$ cat src/mssr_pkg.sv
// ----------------------------------------------------------------------------
// mssr_pkg
// Shared types and constants of the motor soft-start ramp controller.
// ----------------------------------------------------------------------------
package mssr_pkg;

    localparam logic [7:0] DIVIDE_RESET = 8'd100;

    localparam logic [2:0] KIND_TICK     = 3'd0;
    localparam logic [2:0] KIND_FORWARD  = 3'd1;
    localparam logic [2:0] KIND_REVERSE  = 3'd2;
    localparam logic [2:0] KIND_CRITICAL = 3'd3;
    localparam logic [2:0] KIND_SLOWDOWN = 3'd4;
    localparam logic [2:0] KIND_DEFLECT  = 3'd5;

    localparam logic [3:0] LINES_RELEASED = 4'h0;
    localparam logic [3:0] LINES_FORWARD  = 4'h5;
    localparam logic [3:0] LINES_REVERSE  = 4'hA;
    localparam logic [3:0] LINES_PIVOT_23 = 4'h6;
    localparam logic [3:0] LINES_PIVOT_14 = 4'h9;

    typedef struct packed {
        logic [2:0]  kind;
        logic [7:0]  step_size;
        logic [7:0]  target_duty;
        logic        turn_dir;
        logic [7:0]  present_duty;
        logic [15:0] turn_interval;
        logic        clear_turn_timer;
    } item_t;

    typedef struct packed {
        logic [7:0] duty;
        logic [3:0] bridge_lines;
        logic       heartbeat;
        logic       stepped;
        logic       stopped;
    } result_t;

endpackage

$ cat src/mssr_in_stage.sv
// ----------------------------------------------------------------------------
// mssr_in_stage
// Input register: holds one accepted request until the core consumes it.
// ----------------------------------------------------------------------------
module mssr_in_stage (
    input  logic           aclk,
    input  logic           aresetn,
    input  logic           s_valid,
    output logic           s_ready,
    input  mssr_pkg::item_t s_item,
    input  logic           advance,
    output logic           item_valid,
    output mssr_pkg::item_t item
);
    import mssr_pkg::*;

    logic  valid_reg;
    item_t item_reg;

    // A new request may enter when none is held or the held one leaves in the same cycle.
    assign s_ready    = !valid_reg || advance;
    assign item_valid = valid_reg;
    assign item       = item_reg;

    always_ff @(posedge aclk) begin
        if (!aresetn) begin
            valid_reg <= 1'b0;
        end else if (s_ready) begin
            valid_reg <= s_valid;
        end
    end

    always_ff @(posedge aclk) begin
        if (s_valid && s_ready) begin
            item_reg <= s_item;
        end
    end

endmodule

$ cat src/mssr_core.sv
// ----------------------------------------------------------------------------
// mssr_core
// Controller state and its combinational update for one request.
// ----------------------------------------------------------------------------
module mssr_core (
    input  logic              aclk,
    input  logic              aresetn,
    input  logic              cfg_load,
    input  logic [7:0]        cfg_tick_divide,
    input  logic              advance,
    input  mssr_pkg::item_t   item,
    output mssr_pkg::result_t result
);
    import mssr_pkg::*;

    logic [7:0]  tick_divide_reg;
    logic [7:0]  prescale_reg, prescale_next;
    logic        armed_reg, armed_next;
    logic [15:0] timer_reg, timer_next;
    logic [7:0]  speed_reg, speed_next;
    logic [3:0]  bridge_reg, bridge_next;
    logic        heartbeat_reg, heartbeat_next;
    logic        stepped;

    logic [7:0] prescale_inc;
    logic [8:0] up_sum;
    logic [7:0] up_speed;
    logic       up_ok;
    logic [7:0] down_speed;
    logic       down_ok;
    logic [7:0] slow_speed;
    logic       slow_ok;

    always_comb begin
        prescale_inc = prescale_reg + 8'd1;

        up_sum   = {1'b0, speed_reg} + {1'b0, item.step_size};
        up_speed = (up_sum > {1'b0, item.target_duty}) ? item.target_duty : up_sum[7:0];
        up_ok    = (speed_reg < item.target_duty) && armed_reg;

        down_speed = (speed_reg > item.step_size) ? speed_reg - item.step_size : 8'd0;
        down_ok    = (speed_reg != 8'd0) && armed_reg;

        // Slowdown ramps from the loaded duty and never ends below the floor.
        slow_ok    = (item.present_duty != 8'd0) && armed_reg;
        slow_speed = (item.present_duty > item.step_size) ?
                     item.present_duty - item.step_size : 8'd0;
        if (slow_speed <= item.target_duty) begin
            slow_speed = item.target_duty;
        end
    end

    always_comb begin
        prescale_next  = prescale_reg;
        armed_next     = armed_reg;
        timer_next     = timer_reg;
        speed_next     = speed_reg;
        bridge_next    = bridge_reg;
        heartbeat_next = heartbeat_reg;
        stepped        = 1'b0;

        case (item.kind)
            KIND_TICK: begin
                timer_next = timer_reg + 16'd1;
                if (prescale_inc == tick_divide_reg) begin
                    prescale_next  = 8'd0;
                    armed_next     = 1'b1;
                    heartbeat_next = !heartbeat_reg;
                end else begin
                    prescale_next = prescale_inc;
                end
            end
            KIND_FORWARD, KIND_REVERSE: begin
                bridge_next = (item.kind == KIND_FORWARD) ? LINES_FORWARD : LINES_REVERSE;
                if (up_ok) begin
                    stepped    = 1'b1;
                    armed_next = 1'b0;
                    speed_next = up_speed;
                end
            end
            KIND_CRITICAL: begin
                if (down_ok) begin
                    stepped    = 1'b1;
                    armed_next = 1'b0;
                    speed_next = down_speed;
                    if (down_speed == 8'd0) begin
                        bridge_next = LINES_RELEASED;
                    end
                end
            end
            KIND_SLOWDOWN: begin
                speed_next = item.present_duty;
                if (slow_ok) begin
                    stepped    = 1'b1;
                    armed_next = 1'b0;
                    speed_next = slow_speed;
                end
            end
            KIND_DEFLECT: begin
                bridge_next = item.turn_dir ? LINES_PIVOT_23 : LINES_PIVOT_14;
                if (up_ok && (timer_reg != item.turn_interval)) begin
                    stepped    = 1'b1;
                    armed_next = 1'b0;
                    speed_next = up_speed;
                end
            end
            default: begin
            end
        endcase

        if (item.clear_turn_timer) begin
            timer_next = 16'd0;
        end
    end

    always_comb begin
        result.duty         = speed_next;
        result.bridge_lines = bridge_next;
        result.heartbeat    = heartbeat_next;
        result.stepped      = stepped;
        result.stopped      = (speed_next == 8'd0);
    end

    always_ff @(posedge aclk) begin
        if (!aresetn) begin
            tick_divide_reg <= DIVIDE_RESET;
            prescale_reg    <= 8'd0;
            armed_reg       <= 1'b0;
            timer_reg       <= 16'd0;
            speed_reg       <= 8'd0;
            bridge_reg      <= LINES_RELEASED;
            heartbeat_reg   <= 1'b0;
        end else begin
            if (cfg_load) begin
                tick_divide_reg <= cfg_tick_divide;
            end
            if (advance) begin
                prescale_reg  <= prescale_next;
                armed_reg     <= armed_next;
                timer_reg     <= timer_next;
                speed_reg     <= speed_next;
                bridge_reg    <= bridge_next;
                heartbeat_reg <= heartbeat_next;
            end
        end
    end

    // A consumed step needs an armed step and leaves the step disarmed.
    a_step_needs_arm: assert property (@(posedge aclk) disable iff (!aresetn)
        advance && stepped |-> armed_reg)
        else $error("step consumed without an armed step");

    a_step_disarms: assert property (@(posedge aclk) disable iff (!aresetn)
        advance && stepped |=> !armed_reg)
        else $error("step still armed after it was consumed");

    a_speed_holds: assert property (@(posedge aclk) disable iff (!aresetn)
        !advance |=> $stable(speed_reg) && $stable(armed_reg))
        else $error("ramp state moved without a request");

    a_heartbeat_on_tick: assert property (@(posedge aclk) disable iff (!aresetn)
        advance && (item.kind != KIND_TICK) |=> $stable(heartbeat_reg))
        else $error("heartbeat toggled on a command");

endmodule

$ cat src/mssr_out_stage.sv
// ----------------------------------------------------------------------------
// mssr_out_stage
// Result register: holds one result until the downstream side takes it.
// ----------------------------------------------------------------------------
module mssr_out_stage (
    input  logic              aclk,
    input  logic              aresetn,
    input  logic              load,
    input  mssr_pkg::result_t result,
    output logic              free,
    output logic              m_valid,
    input  logic              m_ready,
    output mssr_pkg::result_t m_result
);
    import mssr_pkg::*;

    logic    valid_reg;
    result_t result_reg;

    assign free     = !valid_reg || m_ready;
    assign m_valid  = valid_reg;
    assign m_result = result_reg;

    always_ff @(posedge aclk) begin
        if (!aresetn) begin
            valid_reg <= 1'b0;
        end else if (free) begin
            valid_reg <= load;
        end
    end

    always_ff @(posedge aclk) begin
        if (load) begin
            result_reg <= result;
        end
    end

endmodule

$ cat src/motor_soft_start_ramp.sv
// ----------------------------------------------------------------------------
// motor_soft_start_ramp
// A request waits in the input register; its result is registered in the
// result register when the request advances through the core.
// Throughput: one request per cycle while the result side is free; the ramp
// state is updated combinationally between the input and result registers.
// Reset clears all ramp state, releases the bridge lines and sets the
// tick divide to 100.
// ----------------------------------------------------------------------------
module motor_soft_start_ramp (
    input  logic        aclk,
    input  logic        aresetn,
    input  logic        s_valid,
    output logic        s_ready,
    input  logic [2:0]  s_kind,
    input  logic [7:0]  s_step_size,
    input  logic [7:0]  s_target_duty,
    input  logic        s_turn_dir,
    input  logic [7:0]  s_present_duty,
    input  logic [15:0] s_turn_interval,
    input  logic        s_clear_turn_timer,
    output logic        m_valid,
    input  logic        m_ready,
    output logic [7:0]  m_duty,
    output logic [3:0]  m_bridge_lines,
    output logic        m_heartbeat,
    output logic        m_stepped,
    output logic        m_stopped,
    input  logic        cfg_valid,
    output logic        cfg_ready,
    input  logic [7:0]  cfg_tick_divide
);
    import mssr_pkg::*;

    item_t   s_item;
    item_t   item;
    logic    item_valid;
    logic    out_free;
    logic    advance;
    result_t result;
    result_t m_result;

    assign s_item.kind             = s_kind;
    assign s_item.step_size        = s_step_size;
    assign s_item.target_duty      = s_target_duty;
    assign s_item.turn_dir         = s_turn_dir;
    assign s_item.present_duty     = s_present_duty;
    assign s_item.turn_interval    = s_turn_interval;
    assign s_item.clear_turn_timer = s_clear_turn_timer;

    assign cfg_ready = 1'b1;
    assign advance   = item_valid && out_free;

    mssr_in_stage u_in (
        .aclk       (aclk),
        .aresetn    (aresetn),
        .s_valid    (s_valid),
        .s_ready    (s_ready),
        .s_item     (s_item),
        .advance    (advance),
        .item_valid (item_valid),
        .item       (item)
    );

    mssr_core u_core (
        .aclk            (aclk),
        .aresetn         (aresetn),
        .cfg_load        (cfg_valid && cfg_ready),
        .cfg_tick_divide (cfg_tick_divide),
        .advance         (advance),
        .item            (item),
        .result          (result)
    );

    mssr_out_stage u_out (
        .aclk     (aclk),
        .aresetn  (aresetn),
        .load     (advance),
        .result   (result),
        .free     (out_free),
        .m_valid  (m_valid),
        .m_ready  (m_ready),
        .m_result (m_result)
    );

    assign m_duty         = m_result.duty;
    assign m_bridge_lines = m_result.bridge_lines;
    assign m_heartbeat    = m_result.heartbeat;
    assign m_stepped      = m_result.stepped;
    assign m_stopped      = m_result.stopped;

endmodule
$ cat config.mk
export PLATFORM = sky130hd
export DESIGN_NAME = motor_soft_start_ramp
export DESIGN_NICKNAME = d
export VERILOG_FILES = /design/src/mssr_pkg.sv /design/src/mssr_in_stage.sv /design/src/mssr_core.sv /design/src/mssr_out_stage.sv /design/src/motor_soft_start_ramp.sv
export SDC_FILE = /design/constraint.sdc
export NUM_CORES = 1
export LEC_CHECK = 0
export ABC_AREA = 0
export CORE_MARGIN = 2
export CORE_UTILIZATION = 50
export DETAILED_ROUTE_END_ITERATION = 6
export DONT_BUFFER_PORTS = 1
export GPL_TIMING_DRIVEN = 0
export HOLD_SLACK_MARGIN = 0.12
export PLACE_DENSITY = 0.68
export SLEW_MARGIN = 10
export SYNTH_ARGS = -nofsm -noshare
export SYNTH_HDL_FRONTEND = slang
export SYNTH_SLANG_ARGS = --single-unit
$ cat constraint.sdc
create_clock -name aclk -period 12.75 [get_ports aclk]
set_input_delay 1.275 -clock aclk [delete_from_list [all_inputs] [get_ports aclk]]
set_output_delay 1.275 -clock aclk [all_outputs]
set_load 0.05 [all_outputs]
## After elaboration in Yosys (flattened, before gate mapping)

Index checks and enable logic that the tools add are counted.

| cells by class | value |
|---|---|
| multipliers | 0 |
| reductions and logical operators | 22 |
| shift-type cells | 0 |
| order comparisons | 5 |
| bitwise gates (word level) | 0 |
| add/subtract/negate cells | 5 |
| equal/unequal tests | 12 |
| mux-type cells | 30 |
| div/mod/pow operators | 0 |

Operators with widths:

| cell | count |
|---|---|
| two-way mux 8 bit | 9 |
| two-way mux 16 bit | 2 |
| case mux 8 bit (4 select lines) | 1 |
| adder 16 x 1 -> 16 bit (second input constant) | 1 |
| greater-than comparator 8 bit | 2 |
| logical NOT 8 bit | 2 |
| two-way mux 4 bit | 4 |
| inequality test 16 bit | 1 |
| nonzero test 8 bit | 2 |
| subtractor 8 bit | 2 |
| case mux 4 bit (3 select lines) | 1 |
| two-way mux 1 bit | 11 |
| inequality test 2 x 1 -> 1 bit (second input constant) | 5 |
| adder 8 x 8 -> 9 bit | 1 |
| greater-than comparator 9 x 8 -> 1 bit | 1 |
| adder 8 x 1 -> 8 bit (second input constant) | 1 |
| equality test 8 bit | 1 |
| <= comparator 8 bit | 1 |
| less-than comparator 8 bit | 1 |
| AND reduction 7 bit | 1 |
| equality test 3 x 2 -> 1 bit (second input constant) | 2 |
| equality test 3 bit (second input constant) | 2 |
| logical AND 1 bit | 6 |
| case mux 1 bit (5 select lines) | 1 |
| 9 further kinds | 13 |

| storage, ports and cells | value |
|---|---|
| input port bits | 58 |
| output and inout port bits | 18 |
| memories kept | 0 |
| RAM bits | 0 |
| register bits | 108 |
| memory bits (read-only) | 0 |
| bits in latches | 0 |

## Logic depth before layout (Yosys ltp)

| depth | value |
|---|---|
| depth after elaboration | 7 |
| depth in mapped cells | 20 |
| mapped depth without buffers | 18 |

## Cells and area by module

From an unflattened synthesis, not the netlist that was laid out.

| unflattened totals | value |
|---|---|
| cell total of the unflattened synthesis | 710 |
| area total of the unflattened synthesis | 6,817.8 um^2 |

By module, submodules not included:

| module | cells each | instances | sequential area each (um^2) | area each (um^2) |
|---|---|---|---|---|
| mssr_core | 638 | 1 | 920.9 | 4,892.2 |
| mssr_in_stage | 50 | 1 | 1,371.3 | 1,408.9 |
| mssr_out_stage | 19 | 1 | 470.5 | 499.2 |
| motor_soft_start_ramp | 3 | 1 | 0.0 | 17.5 |

## Least setup slack after synthesis

OpenSTA, ideal clock, no wires.

| timing | value |
|---|---|
| path type | register -> register |
| start | register u_in.item_reg, in the netlist u_in.item[17] |
| end | register u_out.result_reg, in the netlist u_out.m_result[0] (data pin) |
| data arrival time | 4.035 ns |
| buffers on the path | 2 |
| stages on the path, launching flop included | 21 |
| clock period less this slack | 4.205 ns |
| required time | 12.580 ns |
| path slack | 8.545 ns |
| path through | edfxtp_1 > inv_1 > ha_1 > inv_1 > fa_1 > a211oi_1 > o21ai_1 > and3_1 > clkbuf_1 > and2_1 > ha_1 > nor2b_1 > o211ai_1 > a21oi_1 > clkbuf_1 > or2_2 > a21oi_1 > o221ai_1 > a221oi_1 > nand3_1 > nor4_2 |

RTL lines:

| element | RTL line | RTL |
|---|---|---|
| start, declared | mssr_in_stage.sv:18 | `item_t item_reg;` |
| start signal, assigned | mssr_in_stage.sv:35 | `item_reg <= s_item;` |
| end signal, assigned | mssr_out_stage.sv:34 | `result_reg <= result;` |
| end, declared | mssr_out_stage.sv:18 | `result_t result_reg;` |

==> impl_metrics.toml <==
[finish]
seq_area_um2 = 2763
nFillCells = 1168
area_growth_pct = 8.093
drive_above_1_share = 0.05939
antennaDiodeCount = 0
largest_reg_flops = 45
fin_util = 0.5511
final_nets = 831
multiInputGateArea_um2 = 3706

[routing]
wl_um = 17560
vias = 5358
detail-route-antenna-nets = 0
wl_per_cell_um = 19.52
drt_first_pass_iters = 5
first_iter_violations = 342
via_per_inst = 5.953
drc = 0

[cts]
clk_latency_ps = 360
hold_buffers = 0
cts_buffers = 9
cts_tree = "yes"
cts.sinks = 108
cts_resized = 0
cts_buffer_depth = 2
path_clk_slew_ps = 80
htreeDepth = 3
root_buffer = "clkbuf_16"
post_cts_buffers = 0

[timing]
worst_pin_slew_ps = 1191
relSlewSlack = 0.2058
period_needed_ps = 5127
setup_viol_count_final = 0
hold_violations = 0
tns_ps = 0
fin_crit_sh = 0.4021
worst_slack_ps = 7623
max_freq_mhz = 195.1
rsz0062_at_grt = "false"
drv_slew = 0
clock_skew_ps = 9.950

[setup_path]
worstPathMaxFanout = 10
cp-endpoint = "u_out.m_result[0]"
required_ps = 12940
worst_setup_path_end_kind = "register"
crit_start = "u_in.item[34]"
worstSetupPathType = "reg2reg"
worst_r2r_startpoint = "u_in.item[34]"
regToRegSetupSlack_ps = 7620
crit_path_start_kind = "register"
reg2regPathDepth = 19
cp.arrival_ps = 5320
worstReg2RegEnd = "u_out.m_result[0]"

[yosys]
synth_commonest_cells = "nor2_1, edfxtp_1, ha_1"
syn_area_um2 = 6725
netlist_instances = 707
synth_top_area_share = 0.2679
syn_avg_cell_area_um2 = 9.512
yosys_register_bits = 108
synth_flop_cell = "edfxtp_1"
synth_edf_count = 60
synth_most_common_cell = "nor2_1"
ys_async_sr_fraction = 0
yosysWarnings = 0
syn_nets = 819
ys_types = 69
yosys-top-cells-area = "edfxtp_1, dfxtp_1, ha_1"
synth-seq-area-share = 0.4108
yosys.area.top_type = "edfxtp_1"

[floorplanning]
coreArea_um2 = 13190
die_x_um = 120.0
rows = 42
die_h_um = 120.0
fp.dieArea_um2 = 14390
initial_utilization = 0.5099
io_pins = 76

[place]
port_buffers = 0
dp_hpwl_um = 13750
pre_cts_ws_ps = 7680
place_congestion = 0.9442

[global_route]
grt_max_degree = 38
grt_pass1_wl_um = 27640
grt_pass1_vias = 5252
grt_overflow = 0
grt_usage = 0.2498
antenna_found_initial = 0

[pwr]
power_density_nw_per_um2 = 118.7
p_leak_nw = 2.781
ir_drop_mv = 0.1098

[min_path]
min_path_type = "reg2reg"

[run_status]
status = "finished, final reports clean"

[flow_run]
maxCapViolCount = 0
[stage by stage]
step	cell area, um^2	instances	total power, mW	hold slack, ps
after floorplan	6725	707	0.5411	462.3
after global placement	6945	883	0.5826	478.0
after detailed placement	6967	884	0.5872	488.7
after CTS	7269	900	0.8650	508.3
after global routing	7269	900	0.9004	541.5
final	7269	900	0.8627	510.0
[final cells by class]
type / instances / area share
plain buffers: 28 / 0.01583
clock buffers: 12 / 0.03683
clock inverters: 4 / 0.004819
inverters: 38 / 0.01962
multi-input cells: 533 / 0.5098
flip-flops and latches: 108 / 0.3800
well taps: 176 / 0.03029
repair buffers: 1 / 0.002754
[critical path, cell delays in order (launching register included)]
cell	delay [ps]
edfxtp_1	500
ha_1	250
inv_1	60
fa_1	410
a211oi_1	360
o21ai_1	190
and3_1	220
clkbuf_1	190
and2_1	200
ha_1	280
nor2b_1	140
o211ai_1	170
a21oi_1	110
clkbuf_1	220
or2_2	360
a21oi_1	180
o221ai_1	160
a221oi_1	560
nand3_1	170
nor4_2	230
[cells in the final DEF (no fill, tap or decap), types with 8 or more instances in the layout]
cell type  instances
a21oi_1           43
nand4_1           18
nor2_1            75
edfxtp_1          60
a211oi_1          14
nand2b_1           8
nor2b_1            8
nor3_1            17
o21ai_0           25
clkbuf_16         10
o211ai_1           8
inv_1             36
nand3_1           23
clkbuf_1          23
xor2_1            27
xnor2_1           35
nand2_1           45
a31oi_1           10
mux2i_1           14
and3_1             9
dfxtp_1           48
ha_1              51
[metal layers]
metal | up-vias | GRT usage | part of all wire
met2 | 155 | 0.3938 | 0.46
met5 | - | 0 | 0
met4 | 0 | 0.09779 | 0.032
met3 | 31 | 0.05038 | 0.045
met1 | 2574 | 0.3375 | 0.46
li1 | 2598 | - | -
[kinds of logic after synthesis]
group                    synth area share
flip-flops                         0.4108
other                           0.0005576
adder cells (fa/ha/maj)            0.1038
buffers and inverters             0.03833
AO/OA/AOI/OAI                      0.1567
multiplexers                      0.02474
AND/OR/NAND/NOR                    0.1844
XOR/XNOR                          0.08074
[worst min-delay path by stage]
| stage | depth (start not counted) | slack [ps] | to | start |
|---|---|---|---|---|
| finish | 2 | 510 | u_core.tick_divide_reg[2] | u_core.tick_divide_reg[2] |
| global route | 2 | 540 | u_core.prescale_reg[1] | u_core.prescale_reg[1] |
| CTS | 2 | 510 | u_core.tick_divide_reg[5] | u_core.tick_divide_reg[5] |
| detailed placement | 2 | 490 | u_core.tick_divide_reg[5] | u_core.tick_divide_reg[5] |
| global placement | 2 | 480 | u_core.tick_divide_reg[5] | u_core.tick_divide_reg[5] |
| floorplan | 2 | 460 | u_core.tick_divide_reg[5] | u_core.tick_divide_reg[5] |
[power breakdown]
| group | switching [mW] | internal [mW] |
|---|---|---|
| logic | 0.107 | 0.0663 |
| clock network | 0.127 | 0.152 |
| registers | 0.0243 | 0.385 |
(Power assumes the default switching activity.)
